## config.mk

```make
export PLATFORM = sky130hd
export DESIGN_NAME = wtcl_queue
export DESIGN_NICKNAME = d
export VERILOG_FILES = /design/src/sv/wtcl_pkg.sv /design/src/sv/wtcl_queue.sv
export VERILOG_INCLUDE_DIRS = /design/src /design/src/sv
export SDC_FILE = /design/constraint.sdc
export NUM_CORES = 1
export LEC_CHECK = 0
export BUFFER_PORTS_ARGS = -buffer_cell sky130_fd_sc_hd__buf_2
export CORE_ASPECT_RATIO = 1.4
export CORE_UTILIZATION = 55
export DETAILED_ROUTE_END_ITERATION = 8
export GPL_ROUTABILITY_DRIVEN = 0
export PLACE_DENSITY = 0.8
export SLEW_MARGIN = 20
export SYNTH_ARGS = -nofsm -noshare
export SYNTH_HDL_FRONTEND = slang
export SYNTH_SLANG_ARGS = --single-unit
```

## constraint.sdc

```tcl
create_clock -name aclk -period 1.7 [get_ports aclk]
set_input_delay 0.17 -clock aclk [delete_from_list [all_inputs] [get_ports aclk]]
set_output_delay 0.17 -clock aclk [all_outputs]
set_load 0.01 [all_outputs]
```

## src/sv/wheel_torque_command_limiter_defines.svh

```systemverilog
// ----------------------------------------------------------------------------
// wheel torque command limiter assertion macros
// shared property forms for the limiter modules
// ----------------------------------------------------------------------------
`ifndef WHEEL_TORQUE_COMMAND_LIMITER_DEFINES_SVH
`define WHEEL_TORQUE_COMMAND_LIMITER_DEFINES_SVH

// consequent checked in the same cycle as the antecedent
`define WTCL_ASSERT_SAME(label, clk, rstn, ante, cons, msg) \
    label: assert property (@(posedge clk) disable iff (!(rstn)) (ante) |-> (cons)) \
        else $error(msg);

// consequent checked in the cycle after the antecedent
`define WTCL_ASSERT_NEXT(label, clk, rstn, ante, cons, msg) \
    label: assert property (@(posedge clk) disable iff (!(rstn)) (ante) |=> (cons)) \
        else $error(msg);

`endif

```

## src/sv/wtcl_pkg.sv

```systemverilog
`timescale 1ns / 1ps
// ----------------------------------------------------------------------------
// wtcl_pkg
// shared widths, defaults and types of the wheel torque command limiter
// ----------------------------------------------------------------------------
package wtcl_pkg;

    // default parameter values
    localparam int VALUE_WIDTH_DEF = 32;
    localparam int QUEUE_DEPTH_DEF = 4;

    // fixed register widths
    localparam int LIMIT_W = 31;
    localparam int POWER_W = 48;

    // limit settings as seen by the datapath
    typedef struct packed {
        logic [LIMIT_W-1:0] torque_limit;
        logic [LIMIT_W-1:0] torque_deadband;
        logic [POWER_W-1:0] power_limit;
        logic [LIMIT_W-1:0] speed_limit;
    } wtcl_cfg_t;

    // classification of one transaction by the front end
    typedef struct packed {
        logic t_neg;
        logic clamped;
        logic dead;
        logic pwr_en;
        logic spd_cond;
    } wtcl_flags_t;

    // flags reported with a result
    typedef struct packed {
        logic torque_clamped;
        logic deadband_zeroed;
        logic power_limited;
        logic speed_blocked;
    } wtcl_res_flags_t;

endpackage

```

## src/sv/wtcl_queue.sv

```systemverilog
`timescale 1ns / 1ps
`include "wheel_torque_command_limiter_defines.svh"
// ----------------------------------------------------------------------------
// wtcl_queue
// short first-in first-out queue between the front and back ends
// ----------------------------------------------------------------------------
module wtcl_queue
    import wtcl_pkg::*;
#(
    parameter int WIDTH = 8,
    parameter int DEPTH = QUEUE_DEPTH_DEF
) (
    input  logic             aclk,
    input  logic             aresetn,
    input  logic             push,
    input  logic [WIDTH-1:0] push_data,
    output logic             full,
    input  logic             pop,
    output logic [WIDTH-1:0] pop_data,
    output logic             empty
);

    localparam int PTR_W = (DEPTH > 1) ? $clog2(DEPTH) : 1;
    localparam int CNT_W = $clog2(DEPTH + 1);
    localparam logic [PTR_W-1:0] PTR_LAST = PTR_W'(DEPTH - 1);
    localparam logic [PTR_W-1:0] PTR_ONE  = PTR_W'(1);
    localparam logic [CNT_W-1:0] CNT_ONE  = CNT_W'(1);
    localparam logic [CNT_W-1:0] CNT_FULL = CNT_W'(DEPTH);

    logic [WIDTH-1:0] data_reg [DEPTH];
    logic [PTR_W-1:0] wr_ptr_reg;
    logic [PTR_W-1:0] wr_ptr_next;
    logic [PTR_W-1:0] rd_ptr_reg;
    logic [PTR_W-1:0] rd_ptr_next;
    logic [CNT_W-1:0] count_reg;
    logic [CNT_W-1:0] count_next;

    // status and head of the queue
    assign full     = (count_reg == CNT_FULL);
    assign empty    = (count_reg == '0);
    assign pop_data = data_reg[rd_ptr_reg];

    // pointer and fill count update
    always_comb begin
        wr_ptr_next = wr_ptr_reg;
        rd_ptr_next = rd_ptr_reg;
        count_next  = count_reg;
        if (push) begin
            wr_ptr_next = (wr_ptr_reg == PTR_LAST) ? '0 : (wr_ptr_reg + PTR_ONE);
        end
        if (pop) begin
            rd_ptr_next = (rd_ptr_reg == PTR_LAST) ? '0 : (rd_ptr_reg + PTR_ONE);
        end
        if (push && !pop) begin
            count_next = count_reg + CNT_ONE;
        end else if (pop && !push) begin
            count_next = count_reg - CNT_ONE;
        end
    end

    always_ff @(posedge aclk) begin
        if (!aresetn) begin
            wr_ptr_reg <= '0;
            rd_ptr_reg <= '0;
            count_reg  <= '0;
        end else begin
            wr_ptr_reg <= wr_ptr_next;
            rd_ptr_reg <= rd_ptr_next;
            count_reg  <= count_next;
        end
    end

    // entry storage
    always_ff @(posedge aclk) begin
        if (push) begin
            data_reg[wr_ptr_reg] <= push_data;
        end
    end

    // checks
    `WTCL_ASSERT_SAME(a_no_underflow, aclk, aresetn, pop, !empty, "pop from empty queue")
    `WTCL_ASSERT_NEXT(a_count_up, aclk, aresetn, push && !pop, count_reg == CNT_W'($past(count_reg) + CNT_ONE), "fill count missed a push")

endmodule

```

* Word level (Yosys, flattened, before mapping)
Memories as Yosys holds them, arrays and structs flattened. A register that Yosys moved wholly into a read port is not among the register bits. Cells that the tools add are included.
Storage, ports and cells: register bits 7, memory bits (writable) 32, input port bits 12, output and inout port bits 10, logic and storage cells 25, memories kept 1
Memory list:
- data_reg | depth 4, width 8, read ports 1, clocked after memory_dff 1, wr ports 1, RTL line wtcl_queue.sv:30 | logic [WIDTH-1:0] data_reg [DEPTH];
Operators by class: $add $sub $neg 4, equality and inequality tests 3, mux-type cells 8, reduce and logical (&&, ||, !) cells 6
Operators by type and width (number):
- 2-bit 2-to-1 mux | 4
- 3-bit 2-to-1 mux | 2
- 2-bit by 1-bit adder with 2-bit output, second input constant | 2
- 2-bit == test, second input constant | 2
- 3-bit by 1-bit adder with 3-bit output, second input constant | 1
- 3-bit == test, second input constant | 1
- 3-bit logical NOT | 1
- 3-bit by 1-bit subtractor with 3-bit output, second input constant | 1
- 1-bit logical AND | 2
- 1-bit logical NOT | 2
- 1-bit 2-to-1 mux | 2
- 2-bit nonzero test | 1

* Depth between registers and ports, before layout
depth in word-level cells 4, gate-level depth with buffers 7, mapped depth without buffers 7

* Worst setup path before layout
Ideal clock, no wire load.
path type input port to flip-flop, start input port pop, end register count_reg[2], library setup time 0.070 ns, arrival time 1.363 ns, required time 1.630 ns, slack 0.267 ns, stages 7, path buffers 0, path through inv_1 > ha_1 > inv_1 > fa_1 > xor2_1 > or3_1 > a21boi_1
Between the ends: word-level cells in the longest chain between the ends 3, elaborated cells between the ends (all ways) 5, classes of those cells mux (1); reduce/logical (4)
RTL lines:
- start: declaration | RTL line wtcl_queue.sv:18 | input logic pop,
- 1-bit logical NOT | RTL line wtcl_queue.sv:54 | if (push && !pop) begin
- 1-bit logical AND | RTL line wtcl_queue.sv:54
- 3-bit 2-to-1 mux / 2-bit nonzero test (equally long branches)
- end signal: assignment | RTL line wtcl_queue.sv:69 | count_reg <= count_next;
- end: declaration | RTL line wtcl_queue.sv:35 | logic [CNT_W-1:0] count_reg;
Parallel ways exist; a longest one is shown, timed or not. A chain may end at the register's enable or synchronous reset.

==> impl_metrics.json <==
{
  "run_status": "completed",
  "ys_ff_latch": 41,
  "synthAdderAreaFrac_pct": 5.887,
  "grt_overflow_total": 0,
  "hold_viol": 0,
  "slew_viol_final": 0,
  "via_per_inst": 5.367,
  "die-area_um2": 3161,
  "dp_slack_ns": 0.03205,
  "fill_cells": 200,
  "path_max_fanout": 8,
  "dr.pass1.iters": 4,
  "ff2ff_path_depth": 4,
  "p_leak_nw": 0.6878,
  "p_switching_uw": 436.4,
  "post-place-cells": 142,
  "cts_htree_levels": 2,
  "cp.arrival_ns": 1.49,
  "post_cts_resized": 3,
  "final_cell_mix": "32 x edfxtp_1, 14 x buf_2, 8 x mux4_2, 8 x dfxtp_1, 7 x buf_6",
  "track_usage_pct": 18.38,
  "drv_cap": 0,
  "fin_nets": 132,
  "vias": 805,
  "synth_warnings": 0,
  "required_ns": 1.53,
  "cp-end-kind": "output pin",
  "start_util_pct": 59.88,
  "p_int_mw": 1.446,
  "rsz0062_at_grt": "true",
  "die_x_um": 47.80,
  "worstSetupPathType": "reg2out",
  "finalCritPeriodShare_pct": 97.77,
  "io_pins": 22,
  "antenna_found_initial": 0,
  "startpoint_type": "register",
  "synth_compound_area_share_pct": 1.239,
  "ys_types": 20,
  "p_seq_share_pct": 62.5,
  "root_buffer": "clkbuf_4",
  "path_clk_slew_ns": 0.11,
  "hold_path_startpoint": "push_data[0]",
  "fin_cells": 150,
  "final_common_cell": "edfxtp_1",
  "grt_pass1_wl_um": 3705,
  "min_to": "data_reg[2][0]$_DFFE_PP_",
  "grt_pass1_vias": 878,
  "synth_top_family_by_area": "multiplexers",
  "grt_max_degree": 13,
  "rows": 22,
  "max_slew_margin_pct": 71.75,
  "synth_mux_area_share_pct": 13.63,
  "rrSetupSlack_ns": 0.23,
  "powerDensity_nw_per_um2": 1009,
  "finClkSkew_ns": 0.003829,
  "synth_xor_area_share_pct": 1.084,
  "die_y_um": 66.12,
  "cts_tree": "yes",
  "tightest_slew_ns": 0.4238,
  "whs_ns": 0.03760,
  "fmax_ghz": 0.6017,
  "seq_area_frac_synth_pct": 70.64,
  "post_cts_buffers": 0,
  "cts_sinks": 41,
  "clockBufferDepth": 2,
  "largest_reg_flops": 32,
  "p_clk_share_pct": 23.4,
  "drc": 0,
  "coreArea_um2": 2698,
  "synthCells": 86,
  "dpl_cell_area_um2": 1757,
  "hold_buffers": 0,
  "mappedNetlistArea_um2": 1615,
  "io_buffers": 21,
  "finalWirelength_um": 2279,
  "r2r-end": "count_reg[2]$_SDFFE_PN0P_",
  "routedWlPerCell_um": 15.19,
  "n_antenna_cell": 0,
  "drtIter0Drc": 35,
  "synth.net_count": 105,
  "dpl.hpwl_um": 1676,
  "finalSetupViolCount": 0,
  "hp-class": "in2reg",
  "design_area_um2": 1866,
  "clock_latency_ns": 0.34,
  "ant_nets": 0,
  "setup_ws_ns": 0.03796,
  "period_minus_slack_ns": 1.662,
  "yosys.area_share.simple_pct": 5.577,
  "hold_depth": 1,
  "netSwitchingFraction_pct": 23.19,
  "r2r-start": "count_reg[0]$_SDFFE_PN0P_",
  "synthToLayoutAreaGrowth_pct": 15.49,
  "pwr-share-comb_pct": 14.1,
  "synth_area_per_cell_um2": 18.78,
  "cts_buffers": 5,
  "vdd.ir_drop.worst_mv": 0.6153,
  "fin_util_pct": 69.16,
  "drive_above_1_share_pct": 33.33
}
-- critical path: stages (launching register included) --
cell	delay (ns)
dfxtp_2	0.37
buf_12	0.14
mux4_2	0.51
buf_6	0.14
-- metrics by stage --
step                      TNS (ns)  total power [mW]
after global routing       -0.1816             1.965
after CTS                        0             1.873
after floorplan                  0             1.345
final                            0             1.882
after global placement           0             1.419
after detailed placement         0             1.433
-- synthesized netlist by cell type (all sizes together) --
| cell type | count | share of area, % |
|---|---|---|
| a21boi | 1 | 0.46 |
| or3 | 1 | 0.39 |
| ha | 6 | 4.6 |
| buf | 1 | 0.70 |
| nor3b | 1 | 0.46 |
| and2 | 5 | 1.9 |
| o21ai | 1 | 0.31 |
| nor2b | 5 | 1.9 |
| inv | 4 | 0.93 |
| nor3 | 2 | 0.62 |
| nor2 | 1 | 0.23 |
| edfxtp | 32 | 59 |
| clkbuf | 1 | 0.31 |
| dfxtp | 9 | 11 |
| fa | 1 | 1.2 |
| xnor2 | 1 | 0.54 |
| o21a | 1 | 0.46 |
| xor2 | 1 | 0.54 |
| mux2i | 4 | 2.5 |
| mux4 | 8 | 11 |
-- how the worst max path moves through the flow --
stage                     slack (ns)      from                   endpoint  depth (start not counted)
final                           0.04  register                pop_data[5]                          3
after global routing           -0.03  register                pop_data[4]                          3
after CTS                      0.002  register                pop_data[5]                          3
after detailed placement        0.03       pop  count_reg[2]$_SDFFE_PN0P_                          8
after global placement          0.11       pop  count_reg[2]$_SDFFE_PN0P_                          8
after floorplan                 0.27       pop  count_reg[2]$_SDFFE_PN0P_                          7
-- final cells by class --
class | count | area [um2] | area share, %
Sequential cell | 41 | 1142 | 61.23
Tap cell | 36 | 45.04 | 2.414
Clock buffer | 6 | 41.29 | 2.213
Multi-Input combinational cell | 39 | 442.9 | 23.74
Clock inverter | 2 | 10.01 | 0.5366
Inverter | 4 | 15.01 | 0.8048
Timing Repair Buffer | 22 | 168.9 | 9.054
-- logic make-up after synthesis --
logic type,count (synthesis)
xor gates and xnor gates,2
adders and majority gates,7
DFF,41
and+or+nand+nor,15
AOI/OAI and AO/OA,3
buffers and inverters,6
muxes,12
-- power groups by stage --
stage	combinational (mW)	sequential [mW]	clock (mW)
global route	0.296	1.19	0.484
floorplan	0.161	1.18	0
global placement	0.225	1.19	0
CTS	0.237	1.18	0.458
finish	0.265	1.18	0.441
detailed placement	0.234	1.20	0
-- per-layer routing --
layer | vias to the layer above | wire length (um) | global-route usage [%]
li1 | 382 | - | -
met2 | 25 | 1270 | 30.91
met5 | - | 0 | 0
met1 | 392 | 849 | 17.49
met4 | 0 | 57 | 14.58
met3 | 6 | 102 | 4.645
Note: power is estimated with default switching activity, not from simulation.
