[src/sv/wheel_torque_command_limiter_defines.svh]
// ----------------------------------------------------------------------------
// wheel torque command limiter assertion macros
// shared property forms for the limiter modules
// ----------------------------------------------------------------------------
`ifndef WHEEL_TORQUE_COMMAND_LIMITER_DEFINES_SVH
`define WHEEL_TORQUE_COMMAND_LIMITER_DEFINES_SVH

// consequent checked in the same cycle as the antecedent
`define WTCL_ASSERT_SAME(label, clk, rstn, ante, cons, msg) \
    label: assert property (@(posedge clk) disable iff (!(rstn)) (ante) |-> (cons)) \
        else $error(msg);

// consequent checked in the cycle after the antecedent
`define WTCL_ASSERT_NEXT(label, clk, rstn, ante, cons, msg) \
    label: assert property (@(posedge clk) disable iff (!(rstn)) (ante) |=> (cons)) \
        else $error(msg);

`endif

[src/sv/wtcl_pkg.sv]
`timescale 1ns / 1ps
// ----------------------------------------------------------------------------
// wtcl_pkg
// shared widths, defaults and types of the wheel torque command limiter
// ----------------------------------------------------------------------------
package wtcl_pkg;

    // default parameter values
    localparam int VALUE_WIDTH_DEF = 32;
    localparam int QUEUE_DEPTH_DEF = 4;

    // fixed register widths
    localparam int LIMIT_W = 31;
    localparam int POWER_W = 48;

    // limit settings as seen by the datapath
    typedef struct packed {
        logic [LIMIT_W-1:0] torque_limit;
        logic [LIMIT_W-1:0] torque_deadband;
        logic [POWER_W-1:0] power_limit;
        logic [LIMIT_W-1:0] speed_limit;
    } wtcl_cfg_t;

    // classification of one transaction by the front end
    typedef struct packed {
        logic t_neg;
        logic clamped;
        logic dead;
        logic pwr_en;
        logic spd_cond;
    } wtcl_flags_t;

    // flags reported with a result
    typedef struct packed {
        logic torque_clamped;
        logic deadband_zeroed;
        logic power_limited;
        logic speed_blocked;
    } wtcl_res_flags_t;

endpackage

[src/sv/wtcl_front.sv]
`timescale 1ns / 1ps
// ----------------------------------------------------------------------------
// wtcl_front
// splits command and speed into sign and magnitude, applies the torque clamp
// and deadband, and classifies the power and speed conditions
// ----------------------------------------------------------------------------
module wtcl_front
    import wtcl_pkg::*;
#(
    parameter int VALUE_WIDTH = VALUE_WIDTH_DEF
) (
    input  wtcl_cfg_t                      cfg,
    input  logic signed [VALUE_WIDTH-1:0]  torque_command,
    input  logic signed [VALUE_WIDTH-1:0]  wheel_speed,
    output wtcl_flags_t                    flags,
    output logic        [VALUE_WIDTH-1:0]  t_mag,
    output logic        [VALUE_WIDTH-1:0]  s_mag
);

    localparam int MW = (VALUE_WIDTH > LIMIT_W) ? VALUE_WIDTH : LIMIT_W;
    localparam logic [VALUE_WIDTH-1:0] VAL_ONE = VALUE_WIDTH'(1);

    logic                   t_neg;
    logic                   s_neg;
    logic [VALUE_WIDTH-1:0] t_raw;
    logic [VALUE_WIDTH-1:0] s_raw;
    logic [VALUE_WIDTH-1:0] t_abs;
    logic [VALUE_WIDTH-1:0] s_abs;
    logic [VALUE_WIDTH-1:0] t_clamp;
    logic                   clamped;
    logic                   dead;

    // sign and magnitude
    always_comb begin
        t_raw = torque_command;
        s_raw = wheel_speed;
        t_neg = t_raw[VALUE_WIDTH-1];
        s_neg = s_raw[VALUE_WIDTH-1];
        t_abs = t_neg ? (~t_raw + VAL_ONE) : t_raw;
        s_abs = s_neg ? (~s_raw + VAL_ONE) : s_raw;
    end

    // torque clamp
    always_comb begin
        t_clamp = t_abs;
        clamped = 1'b0;
        if ((cfg.torque_limit != '0) && (MW'(t_abs) > MW'(cfg.torque_limit))) begin
            t_clamp = VALUE_WIDTH'(cfg.torque_limit);
            clamped = 1'b1;
        end
    end

    // deadband
    always_comb begin
        t_mag = t_clamp;
        dead  = 1'b0;
        if ((t_clamp != '0) && (MW'(t_clamp) < MW'(cfg.torque_deadband))) begin
            t_mag = '0;
            dead  = 1'b1;
        end
    end

    // classification for the back end
    always_comb begin
        s_mag          = s_abs;
        flags.t_neg    = t_neg;
        flags.clamped  = clamped;
        flags.dead     = dead;
        flags.pwr_en   = (cfg.power_limit != '0) && (s_abs != '0);
        flags.spd_cond = (cfg.speed_limit != '0)
                      && (MW'(s_abs) >= MW'(cfg.speed_limit))
                      && ((s_abs == '0) || (t_neg == s_neg));
    end

endmodule

[config.mk]
export PLATFORM = sky130hd
export DESIGN_NAME = wtcl_front
export DESIGN_NICKNAME = d
export VERILOG_FILES = /design/src/sv/wheel_torque_command_limiter_defines.svh /design/src/sv/wtcl_pkg.sv /design/src/sv/wtcl_front.sv
export SDC_FILE = /design/constraint.sdc
export NUM_CORES = 1
export LEC_CHECK = 0
export ABC_CLOCK_PERIOD_IN_PS = 5800
export BUFFER_PORTS_ARGS = -buffer_cell sky130_fd_sc_hd__buf_2
export CAP_MARGIN = 20
export CORE_MARGIN = 4
export CORE_UTILIZATION = 43
export DETAILED_ROUTE_END_ITERATION = 12
export PLACE_DENSITY_LB_ADDON = 0.15
export RECOVER_POWER = 25
export SYNTH_ARGS = -nofsm -noshare
export SYNTH_HDL_FRONTEND = slang
export SYNTH_SLANG_ARGS = --single-unit
[constraint.sdc]
create_clock -name vclk -period 5.8
set_input_delay 0.29 -clock vclk [all_inputs]
set_output_delay 0.29 -clock vclk [all_outputs]
set_load 0.02 [all_outputs]
# Word level (Yosys, flattened, before mapping)

Index checks and enable logic that the tools add are counted.

Add/subtract/negate cells: 2
$lt $le $gt $ge: 3
Equality and inequality tests: 1
Mux-type cells: 6
Bitwise logic cells: 2
Reductions and logical operators: 12

Operators with widths:

| cell                                                            | count |
|---|---|
| 32-bit two-way mux                                              | 4 |
| 32-bit by 1-bit adder with 32-bit output, second input constant | 2 |
| 32-bit inverter                                                 | 2 |
| 32-bit nonzero test                                             | 2 |
| 31-bit nonzero test                                             | 2 |
| 48-bit nonzero test                                             | 1 |
| 32-bit by 31-bit greater-or-equal comparator with 1-bit output  | 1 |
| 32-bit by 31-bit > comparator with 1-bit output                 | 1 |
| 32-bit logical NOT                                              | 1 |
| 32-bit by 31-bit less-than comparator with 1-bit output         | 1 |
| 1-bit logical AND                                               | 5 |
| 1-bit two-way mux                                               | 2 |
| 1-bit equality test                                             | 1 |
| 1-bit logical OR                                                | 1 |

Bits in registers: 0
Input bits: 205
Output and inout bits: 69
Logic and storage cells: 26

# Longest topological paths before layout

Gate-level depths: netlist (run 1).

Word-level depth: 9
Mapped depth: 28
Gate-level depth less buffers: 24

# Worst setup path after synthesis (run 1)

No wires, ideal clock.

Path kind: input port to output port
Start: input torque_command[9]
End: output t_mag[1]
Arrival time: 5.893 ns
Data required time: 5.510 ns
Setup slack: -0.383 ns
Stages: 22
Path buffers: 3
Path through: or4_4 nand3b_1 buf_2 or2_2 o31ai_1 xnor2_1 ha_1 and4_1 a211o_1 nand3b_1 o211ai_1 o21ai_1 clkbuf_1 mux2_2 ha_1 nand4_1 nor4_1 nand4_1 nor3_1 a31oi_1 clkbuf_1 a21boi_0

Cells in the longest elaborated chain, start to end: 9
Elaborated cells on any way between the ends: 10
Classes of those cells: add/sub (1); order compare (2); mux (3); bitwise (1); reduce/logical (3)

RTL lines:

| what                                                                                                  | RTL line         | source |
|---|---|---|
| start, declared                                                                                       | wtcl_front.sv:13 | `input logic signed [VALUE_WIDTH-1:0] torque_command,` |
| 32-bit inverter                                                                                       | wtcl_front.sv:39 | `t_abs = t_neg ? (~t_raw + VAL_ONE) : t_raw;` |
| 32-bit by 1-bit adder with 32-bit output                                                              | wtcl_front.sv:39 |  |
| 32-bit two-way mux *                                                                                  | wtcl_front.sv:39 |  |
| 32-bit by 31-bit > comparator with 1-bit output                                                       | wtcl_front.sv:47 | `if ((cfg.torque_limit != '0) && (MW'(t_abs) > MW'(cfg.torque_limit))) begin` |
| 1-bit logical AND                                                                                     | wtcl_front.sv:47 |  |
| 32-bit two-way mux *                                                                                  | wtcl_front.sv:47 |  |
| 32-bit by 31-bit less-than comparator with 1-bit output / 32-bit nonzero test (equally long branches) | wtcl_front.sv:57 | `if ((t_clamp != '0) && (MW'(t_clamp) < MW'(cfg.torque_deadband))) begin` |
| 1-bit logical AND                                                                                     | wtcl_front.sv:57 |  |
| 32-bit two-way mux *                                                                                  | wtcl_front.sv:57 |  |
| end, declared                                                                                         | wtcl_front.sv:16 | `output logic [VALUE_WIDTH-1:0] t_mag,` |

Every way passes the cells marked *; elsewhere a longest branch is shown, timed or not.

# Final worst setup path (run 1)

Start: input torque_command[9]
End: output t_mag[28]

Same word-level chain as after synthesis.

==> results of run 1 <==
-- placed cells by master, fill, tap and decap left out, drive strengths merged, types with 16 or more instances in the layout --
| master | count |
|---|---|
| a21o | 17 |
| nor2 | 23 |
| ha | 94 |
| nand2 | 27 |
| inv | 100 |
| buf | 397 |
| o21ai | 25 |
| nor4 | 46 |
| a21boi | 28 |
| mux2 | 31 |
| nor3 | 16 |
| nand4 | 30 |
| a21oi | 33 |
| xnor2 | 50 |
| o31ai | 28 |
-- metal layers --
metal | share of wire, % | global-route usage (%)
met1 | 40 | 38.8
met4 | 3.9 | 7.65
met2 | 48 | 50.5
met3 | 8.0 | 3.44
met5 | 0.055 | 0
-- report_power, final --
group | switching, W | internal [W]
Clock | 0 | 0.0000000000928
Combinational | 0.000581 | 0.000577
Sequential | 0 | 0
-- metrics by stage --
step                      total power (W)  setup TNS (ns)  hold WS, ns
after global placement           0.000864           -8.74        0.880
after detailed placement         0.000872          -11.75        0.877
final                             0.00116          -21.46        0.887
after floorplan                  0.000535               0        0.677
after global routing              0.00124          -26.96        0.901
after CTS                        0.000988           -5.04        0.877
-- logic make-up (layout without fill, tap and decap cells) --
| family | Yosys count | count (layout) | synth area share [%] |
|---|---|---|---|
| XOR/XNOR | 59 | 59 | 10.2 |
| AO/OA/AOI/OAI | 179 | 179 | 24.7 |
| AND/OR/NAND/NOR | 219 | 219 | 25.5 |
| adder cells (fa/ha/maj) | 94 | 94 | 23.1 |
| multiplexers | 31 | 31 | 6.86 |
| buffers and inverters | 125 | 507 | 9.76 |
| other | 0 | 4 | 0 |
-- cell type report --
| type | instances | area share, % |
|---|---|---|
| Tap cell | 143 | 2.14 |
| Antenna cell | 4 | 0.120 |
| Timing Repair Buffer | 407 | 31.8 |
| Multi-Input combinational cell | 582 | 61.4 |
| Inverter | 100 | 4.49 |
-- timing repair --
action | 4_1_cts | 5_1_grt
pin swaps | 14 | 16
buffers inserted | 42 | 7
cloned | 2 | 3
endpoints found under the setup margin | 32 | 32
resized for setup | 67 | 66
-- worst max path at each step --
stage	start	endpoint	slack (ns)	cells past startpoint
2_1_floorplan	torque_command[9]	t_mag[21]	0.02	24
3_3_place_gp	torque_command[9]	flags[2]	-0.30	26
5_1_grt	torque_command[9]	t_mag[27]	-0.91	28
3_5_place_dp	torque_command[9]	t_mag[8]	-0.41	26
6_report	torque_command[9]	t_mag[28]	-0.75	30
4_1_cts	torque_command[9]	t_mag[8]	-0.22	25
==> results.md, run 1 <==
- DRC viols: 0
- Initial Util: 44.2%
- Final slew viol count: 0
- Depth of the worst hold-timing path: 2
- Total grt overflow: 0
- Hpwl dp: 17200 um
- Rows: 39
- Core ar.: ~12000 um^2
- Vias: 7283
- Hold endpoint: s_mag[0]
- Yosys warns: 0
- Maximum number of pins on one net before global-route repair: 34
- Post-synth top cells: inv_1 (100), ha_1 (94), xnor2_1 (50)
- Share of cells above drive strength 1: 47.5%
- IO Port Bufs: 274
- Fin crit period: approximately 6.5 ns
- Initial antenna violation count: 2
- Via density per instance: 5.89
- Final worst slack: -0.748 ns
- Worst Hold Launch: wheel_speed[0]
- CP bufs+invs: 10
- Unrepaired setup endpoints after global routing: yes
- Final ANT Viol Nets: 0
- DR pass1 iterations: 5
- Syn avg cell area: roughly 7.2 um^2
- CP top delay family: simple AND/OR/NAND/NOR gates
- Post-synth cell types: between 60 and 70
- Slew Limit Headroom: under 10%
- Syn Std Cell Area: just over 5000 um^2
- Number of global-route vias before repair: 6773
- Post-Route WL: around 24000 um
- Final-layout fill cell count: about 950
- Max_cap viols: 0
- Post-place setup slack: -0.412 ns
- Leakage: 4.21 nW
- Highest clock rate: between 0.15 and 0.2 GHz
- Cell Pwr Density: around 140 nW/um^2
- Non-Filler Cell Area, Final: between 8000 and 9000 um^2
- Seq cells: 0
- Area delta synth->final: 64.2%
- GRT Util Overall: 29.3%
- # hold bufs at CTS: 0
- Io pins: 274
- Crit path launch type: primary input
- Failing checks: setup timing
- Post-synth top area share: a little under a quarter
- Register area: 0 um^2
- Placed cells: about 1200
- Critical Path Sink Type: primary output
- # nets final: ~1400
- Cell Area, Placed: about 7200 um^2
- Multi-input gate area: slightly above 5000 um^2
- DIE WIDTH: 117 um
- Crit-path slowest cell: or4_4
- Final setup vio count: 32
- Count leader, synth: inv_1
- Hold Path Class: in2out
- Die area: 13600 um^2
- Layout Cells excl Fill: approximately 1200
- Initial DRC count: around 530
- Peak supply drop: 104 uV
- Max Fanout on Critical Path: 6
- Die height: about 120 um
- Main area contributors after synthesis: ha_1 (23%), xnor2_1 (8.6%), inv_1 (7.4%), mux2_2 (6.9%), nor4_1 (5.4%)
- Synth area leader: ha_1
- Setup CP Type: in2out
- Actual slew at the worst max-slew pin: 1.36 ns
- Seq/Total Area, Yosys: 0%
- Cells after synthesis: 707
- CP peak stage delay: about 0.55 ns
- # clk buffers: 0
- Routability cong.: ~0.96
- Final Hold Fails: 0
- WP data arrival: 6.26 ns
- Util after Layout: between 70% and 80%
- Outcome: finished with violations
- Routed length per instance: roughly 19 um
- Req. time, crit path: 5.51 ns
- Most common cell on crit path: buf_6
- Syn nets: around 1000
- First-pass GRT wire length: between 30000 and 40000 um
- Period utilisation layout: 113%
No activity file was read; power rests on OpenSTA's default activity.
==> run 2, diff against run 1 <==
--- a/config.mk
+++ b/config.mk
@@ -11,7 +11,7 @@
 export CORE_MARGIN = 4
 export CORE_UTILIZATION = 43
 export DETAILED_ROUTE_END_ITERATION = 12
-export PLACE_DENSITY_LB_ADDON = 0.15
+export PLACE_DENSITY = 0.84
 export RECOVER_POWER = 25
 export SYNTH_ARGS = -nofsm -noshare
 export SYNTH_HDL_FRONTEND = slang
==> run 2 against run 1 <==
Die area is the same. Global-route usage up 2.2 points. Maximum frequency fell by 2.2%. Worst setup slack worse by 0.15 ns. First-iteration DRC count increased by 60%. Hold slack better by 0.0012 ns. Flip-flop and latch count unchanged. Cell count shrank 2.3%. Power up 5.0%. Cell area fell by 1.0%. The flow still finishes with violations (setup timing).
==> results.md, run 2 (synthesized netlist as in run 1, its figures left out) <==
- WP data arrival: around 6.4 ns
- Initial Util: 44.2%
- Routed met1 length: 9190 um
- Max_cap viols: 0
- Leakage: 4.12 nW
- DRC viols: 0
- Non-Filler Cell Area, Final: ~8300 um^2
- DIE WIDTH: 117 um
- Setup crit start: torque_command[9]
- Rows: 39
- # clk buffers: 0
- Critical Path Sink Type: primary output
- Unrepaired setup endpoints after global routing: yes
- Peak supply drop: 109 uV
- Io pins: between 200 and 300
- Outcome: finished with violations
- Area delta synth->final: 62.5%
- Total grt overflow: 0
- First-pass GRT wire length: roughly 35000 um
- Final slew viol count: 0
- Number of global-route vias before repair: slightly above 7000
- Hpwl dp: about 17000 um
- Die height: 117 um
- Routed length per instance: ~22 um
- Via density per instance: ~6.4
- # hold bufs at CTS: 0
- Max Fanout on Critical Path: 7
- Period utilisation layout: 115%
- Core ar.: between 10000 and 15000 um^2
- Fin crit period: about 6.7 ns
- WL met2: around 12000 um
- Commonest non-fill, non-tap cells in the layout: buf_2 (231), inv_1 (100), buf_4 (93), ha_1 (78), xnor2_1 (47)
- Setup crit end: t_mag[17]
- Setup CP Type: in2out
- Highest clock rate: roughly 0.15 GHz
- Routability cong.: between 0.9 and 1
- Final worst slack: -0.896 ns
- Final Power: 0.00122 W
- Clock power frac: 0%
- Req. time, crit path: 5.51 ns
- Post-Route WL: between 20000 and 30000 um
- GRT Util Overall: between 30% and 40%
- Actual slew at the worst max-slew pin: between 1 and 1.5 ns
- Final Hold Fails: 0
- Crit path launch type: primary input
- Die area: roughly 14000 um^2
- Switching Share: between 50% and 60%
- DR pass1 iterations: 9
- Final setup vio count: 32
- Comb pwr share: between 90% and 100%
- Final-layout fill cell count: ~820
- Top Layer Used: met4
- Multi-input gate area: between 5000 and 6000 um^2
- IO Port Bufs: approximately 270
- Most common cell after layout, fill and taps aside: buf_2
- Share of cells above drive strength 1: between 40 and 50%
- Slew Limit Headroom: 7.59%
- Placed cells: roughly 1200
- Register area: 0 um^2
- Hold Path Class: in2out
- Final ANT Viol Nets: 0
- Cell Pwr Density: roughly 150 nW/um^2
- Flop pwr share: 0%
- Cell Area, Placed: just over 7000 um^2
- Vias: approximately 7700
- Initial DRC count: approximately 850
- Internal: roughly 0.0006 W
- WL met3: approximately 2800 um
- # nets final: 1361
- Sw Pwr: just over 0.0006 W
- Seq cells: 0
- Maximum number of pins on one net before global-route repair: 34
- Failing checks: setup timing
- Layout Cells excl Fill: approximately 1200
- Initial antenna violation count: 4
## run 2: cell types whose count changed in the layout (fill, tap and decap cells not counted), moves of 3 or more
cell | previous run | this run
a21boi_1 | 1 | 4
buf_4 | 129 | 93
buf_6 | 29 | 38
ha_1 | 83 | 78
ha_4 | 11 | 16
mux2_2 | 26 | 14
mux2_4 | 5 | 17
o31ai_2 | 4 | 9
o31ai_4 | 5 | 2
## run 2: final cells by class
cell class,instances,area share [%]
multi-input cells,582,63.1
repair buffers,378,30.0
inverters,100,4.54
well taps,143,2.16
diodes,5,0.151
## run 2: stage by stage
stage               utilization [%]  TNS (ns)  hold WS [ns]  setup WS [ns]
floorplan                         -         0         0.677         0.0168
global placement               63.1    -12.24         0.877         -0.406
detailed placement             63.1    -15.03         0.878         -0.512
CTS                            69.7     -3.96         0.879         -0.143
global route                   71.8    -40.68         0.910          -1.35
finish                         71.8    -26.12         0.889         -0.896
## run 2: power by group through the flow
stage                     registers (W)  clock network [W]  logic [W]
after floorplan                       0                  0   0.000535
after global placement                0                  0   0.000859
after detailed placement              0                  0   0.000878
after CTS                             0                  0    0.00106
after global routing                  0    0.0000000000924    0.00129
final                                 0     0.000000000116    0.00122
## run 2: how the worst min path moves through the flow
stage	slack (ns)	end	depth (start not counted)	start
3_3_place_gp	0.88	s_mag[0]	2	wheel_speed[0]
2_1_floorplan	0.68	s_mag[31]	1	wheel_speed[30]
6_report	0.89	s_mag[0]	2	wheel_speed[0]
3_5_place_dp	0.88	s_mag[0]	2	wheel_speed[0]
5_1_grt	0.91	s_mag[0]	2	wheel_speed[0]
4_1_cts	0.88	s_mag[0]	2	wheel_speed[0]
## run 2: metal layers
layer | up-vias | global-route usage, %
li1 | 3374 | -
met1 | 3493 | 35.8
met2 | 610 | 54.1
met3 | 218 | 6.07
met4 | 0 | 19.4
met5 | - | 0
## run 2: repair_timing
action | 4_1_cts | 5_1_grt
endpoints found under the setup margin | 32 | 32
pin swaps | 18 | 29
setup buffers | 15 | 5
gates resized for setup | 113 | 40
gates cloned | 4 | 1
hold endpoints to repair | 0 | 0
## run 2: critical path: stages
cell	delay (ns)
buf_6	0.09
or4_4	0.56
buf_6	0.16
or3_4	0.36
o21ai_0	0.24
xnor2_1	0.18
ha_1	0.34
nand4_1	0.15
buf_4	0.19
nor4_2	0.24
buf_4	0.18
nand2b_4	0.05
o22a_1	0.20
o21ai_2	0.08
buf_6	0.20
mux2_4	0.34
ha_4	0.22
o21a_1	0.19
a21o_1	0.24
a221oi_4	0.36
nand4_1	0.23
a41oi_2	0.28
o2111ai_4	0.18
a31oi_4	0.25
buf_6	0.21
buf_16	0.15
a21boi_2	0.07
buf_6	0.16
==> run 3, diff against run 2 <==
--- a/config.mk
+++ b/config.mk
@@ -8,8 +8,10 @@
 export ABC_CLOCK_PERIOD_IN_PS = 5800
 export BUFFER_PORTS_ARGS = -buffer_cell sky130_fd_sc_hd__buf_2
 export CAP_MARGIN = 20
-export CORE_MARGIN = 4
-export CORE_UTILIZATION = 43
+export CELL_PAD_IN_SITES_DETAIL_PLACEMENT = 1
+export CELL_PAD_IN_SITES_GLOBAL_PLACEMENT = 1
+export CORE_MARGIN = 2
+export CORE_UTILIZATION = 29
 export DETAILED_ROUTE_END_ITERATION = 12
 export PLACE_DENSITY = 0.84
 export RECOVER_POWER = 25
==> run 3 against run 2 <==
The run still ends with setup timing left. Non-clock buffer count up 1. Global-route usage fell by 2.5 points. Largest cell class unchanged. Die area rose by 37%. Utilization down 23 points. Combinational power about the same. Highest routed layer is now met5. Sequential share of layout area is the same. Worst setup slack worse by 0.27 ns.
==> results.md, run 3 (synthesized netlist as in run 1, its figures left out) <==
- Maximum number of pins on one net before global-route repair: 34
- DR pass1 iterations: 5
- Area delta synth->final: 64.4%
- IO Port Bufs: approximately 270
- Post-Route WL: 30900 um
- Initial antenna violation count: 11
- Final ANT Viol Nets: 0
- Register area: 0 um^2
- Met2 Track Usage GR: about 53%
- Crit path launch type: primary input
- Core ar.: approximately 17000 um^2
- Post-place setup slack: -0.563 ns
- Actual slew at the worst max-slew pin: approximately 1.4 ns
- Leakage: about 4.1 nW
- Setup CP Type: in2out
- Final setup vio count: 32
- Initial Util: between 20 and 30%
- Period utilisation layout: 120%
- Routability cong.: just under 1
- # clk buffers: 0
- Fin Setup TNS: -34.30 ns
- CP peak stage delay: around 0.57 ns
- Die height: between 100 and 150 um
- Initial DRC count: roughly 480
- Failing checks: setup timing
- Max_cap viols: 0
- WP data arrival: ~6.7 ns
- Number of global-route vias before repair: 7932
- Final worst slack: -1.16 ns
- Max Fanout on Critical Path: 7
- Vias: ~7500
- GR Util met1: about a third
- Via density per instance: 5.83
- Seq cells: 0
- Cell Pwr Density: 146 nW/um^2
- Crit-path slowest cell: or4_4
- Share of cells above drive strength 1: 47.3%
- # nets final: ~1400
- Fin crit period: a little under 7 ns
- Placed cells: roughly 1300
- Final-layout fill cell count: 2171
- Layout Cells excl Fill: 1294
- Final slew viol count: 0
- Commonest non-fill, non-tap cells in the layout: buf_2 (233), inv_1 (100), buf_4 (98), ha_1 (82), nor4_1 (42)
- Min Hold Slack: a little under 0.9 ns
- Peak supply drop: about 97 uV
- Total grt overflow: 0
- Rows: 48
- Hold Path Class: in2out
- Highest clock rate: 0.144 GHz
- First-pass GRT wire length: approximately 42000 um
- Unrepaired setup endpoints after global routing: yes
- Global route hottest layer: met2
- Die area: 18600 um^2
- Grt met3 use: under 10%
- Io pins: ~270
- DIE WIDTH: 136 um
- Multi-input gate area: roughly 5200 um^2
- Most common cell after layout, fill and taps aside: buf_2
- Hpwl dp: 20900 um
- Outcome: finished with violations
- Most common cell on crit path: buf_4
- Slew Limit Headroom: roughly 6.6%
- # hold bufs at CTS: 0
- Req. time, crit path: 5.51 ns
- DRC viols: 0
- Final Hold Fails: 0
- Util after Layout: 48.5%
- GRT Util Overall: ~29%
- Routed length per instance: ~24 um
- Critical Path Sink Type: primary output
-- run 3: repair_timing --
action / in CTS / in global routing
pin swaps: 41 / 11
gates resized for setup: 109 / 48
buffers inserted: 19 / 8
gates cloned: 3 / 1
setup endpoints to repair: 32 / 32
-- run 3: final timing paths --
kind,start,to,slack (ns),cells past startpoint
worst max-delay path,torque_command[9],t_mag[1],-1.16,29
worst min-delay path,wheel_speed[0],s_mag[0],0.89,2
-- run 3: metal layers --
layer  routed length, um  share of wire, %
met5                  19             0.061
met4                2010               6.5
met3                2250               7.3
met2               15200                49
met1               11500                37
-- run 3: report_power, final --
part	switching [W]	internal, W
combinational	0.000645	0.000577
sequential	0	0
clock	0	0.000000000186
-- run 3: worst max-delay path, delay by kind of cell --
kind,cells,cell delay [ns]
AO/OA/AOI/OAI,8,1.64
XOR/XNOR,1,0.22
adder cells (fa/ha/maj),2,0.65
buffers and inverters,10,1.62
multiplexers,1,0.33
AND/OR/NAND/NOR,7,1.92
-- run 3: area by class of cell --
class | instances | area share, %
Multi-Input combinational cell | 582 | 62.5
Antenna cell | 8 | 0.239
Tap cell | 225 | 3.36
Inverter | 100 | 4.49
Timing Repair Buffer | 379 | 29.4
-- run 3: metrics by stage --
step	instance area, um^2	total power [W]
after floorplan	5210	0.000535
after global placement	7310	0.000863
after detailed placement	7310	0.000904
after CTS	8050	0.00108
after global routing	8360	0.00128
final	8370	0.00122
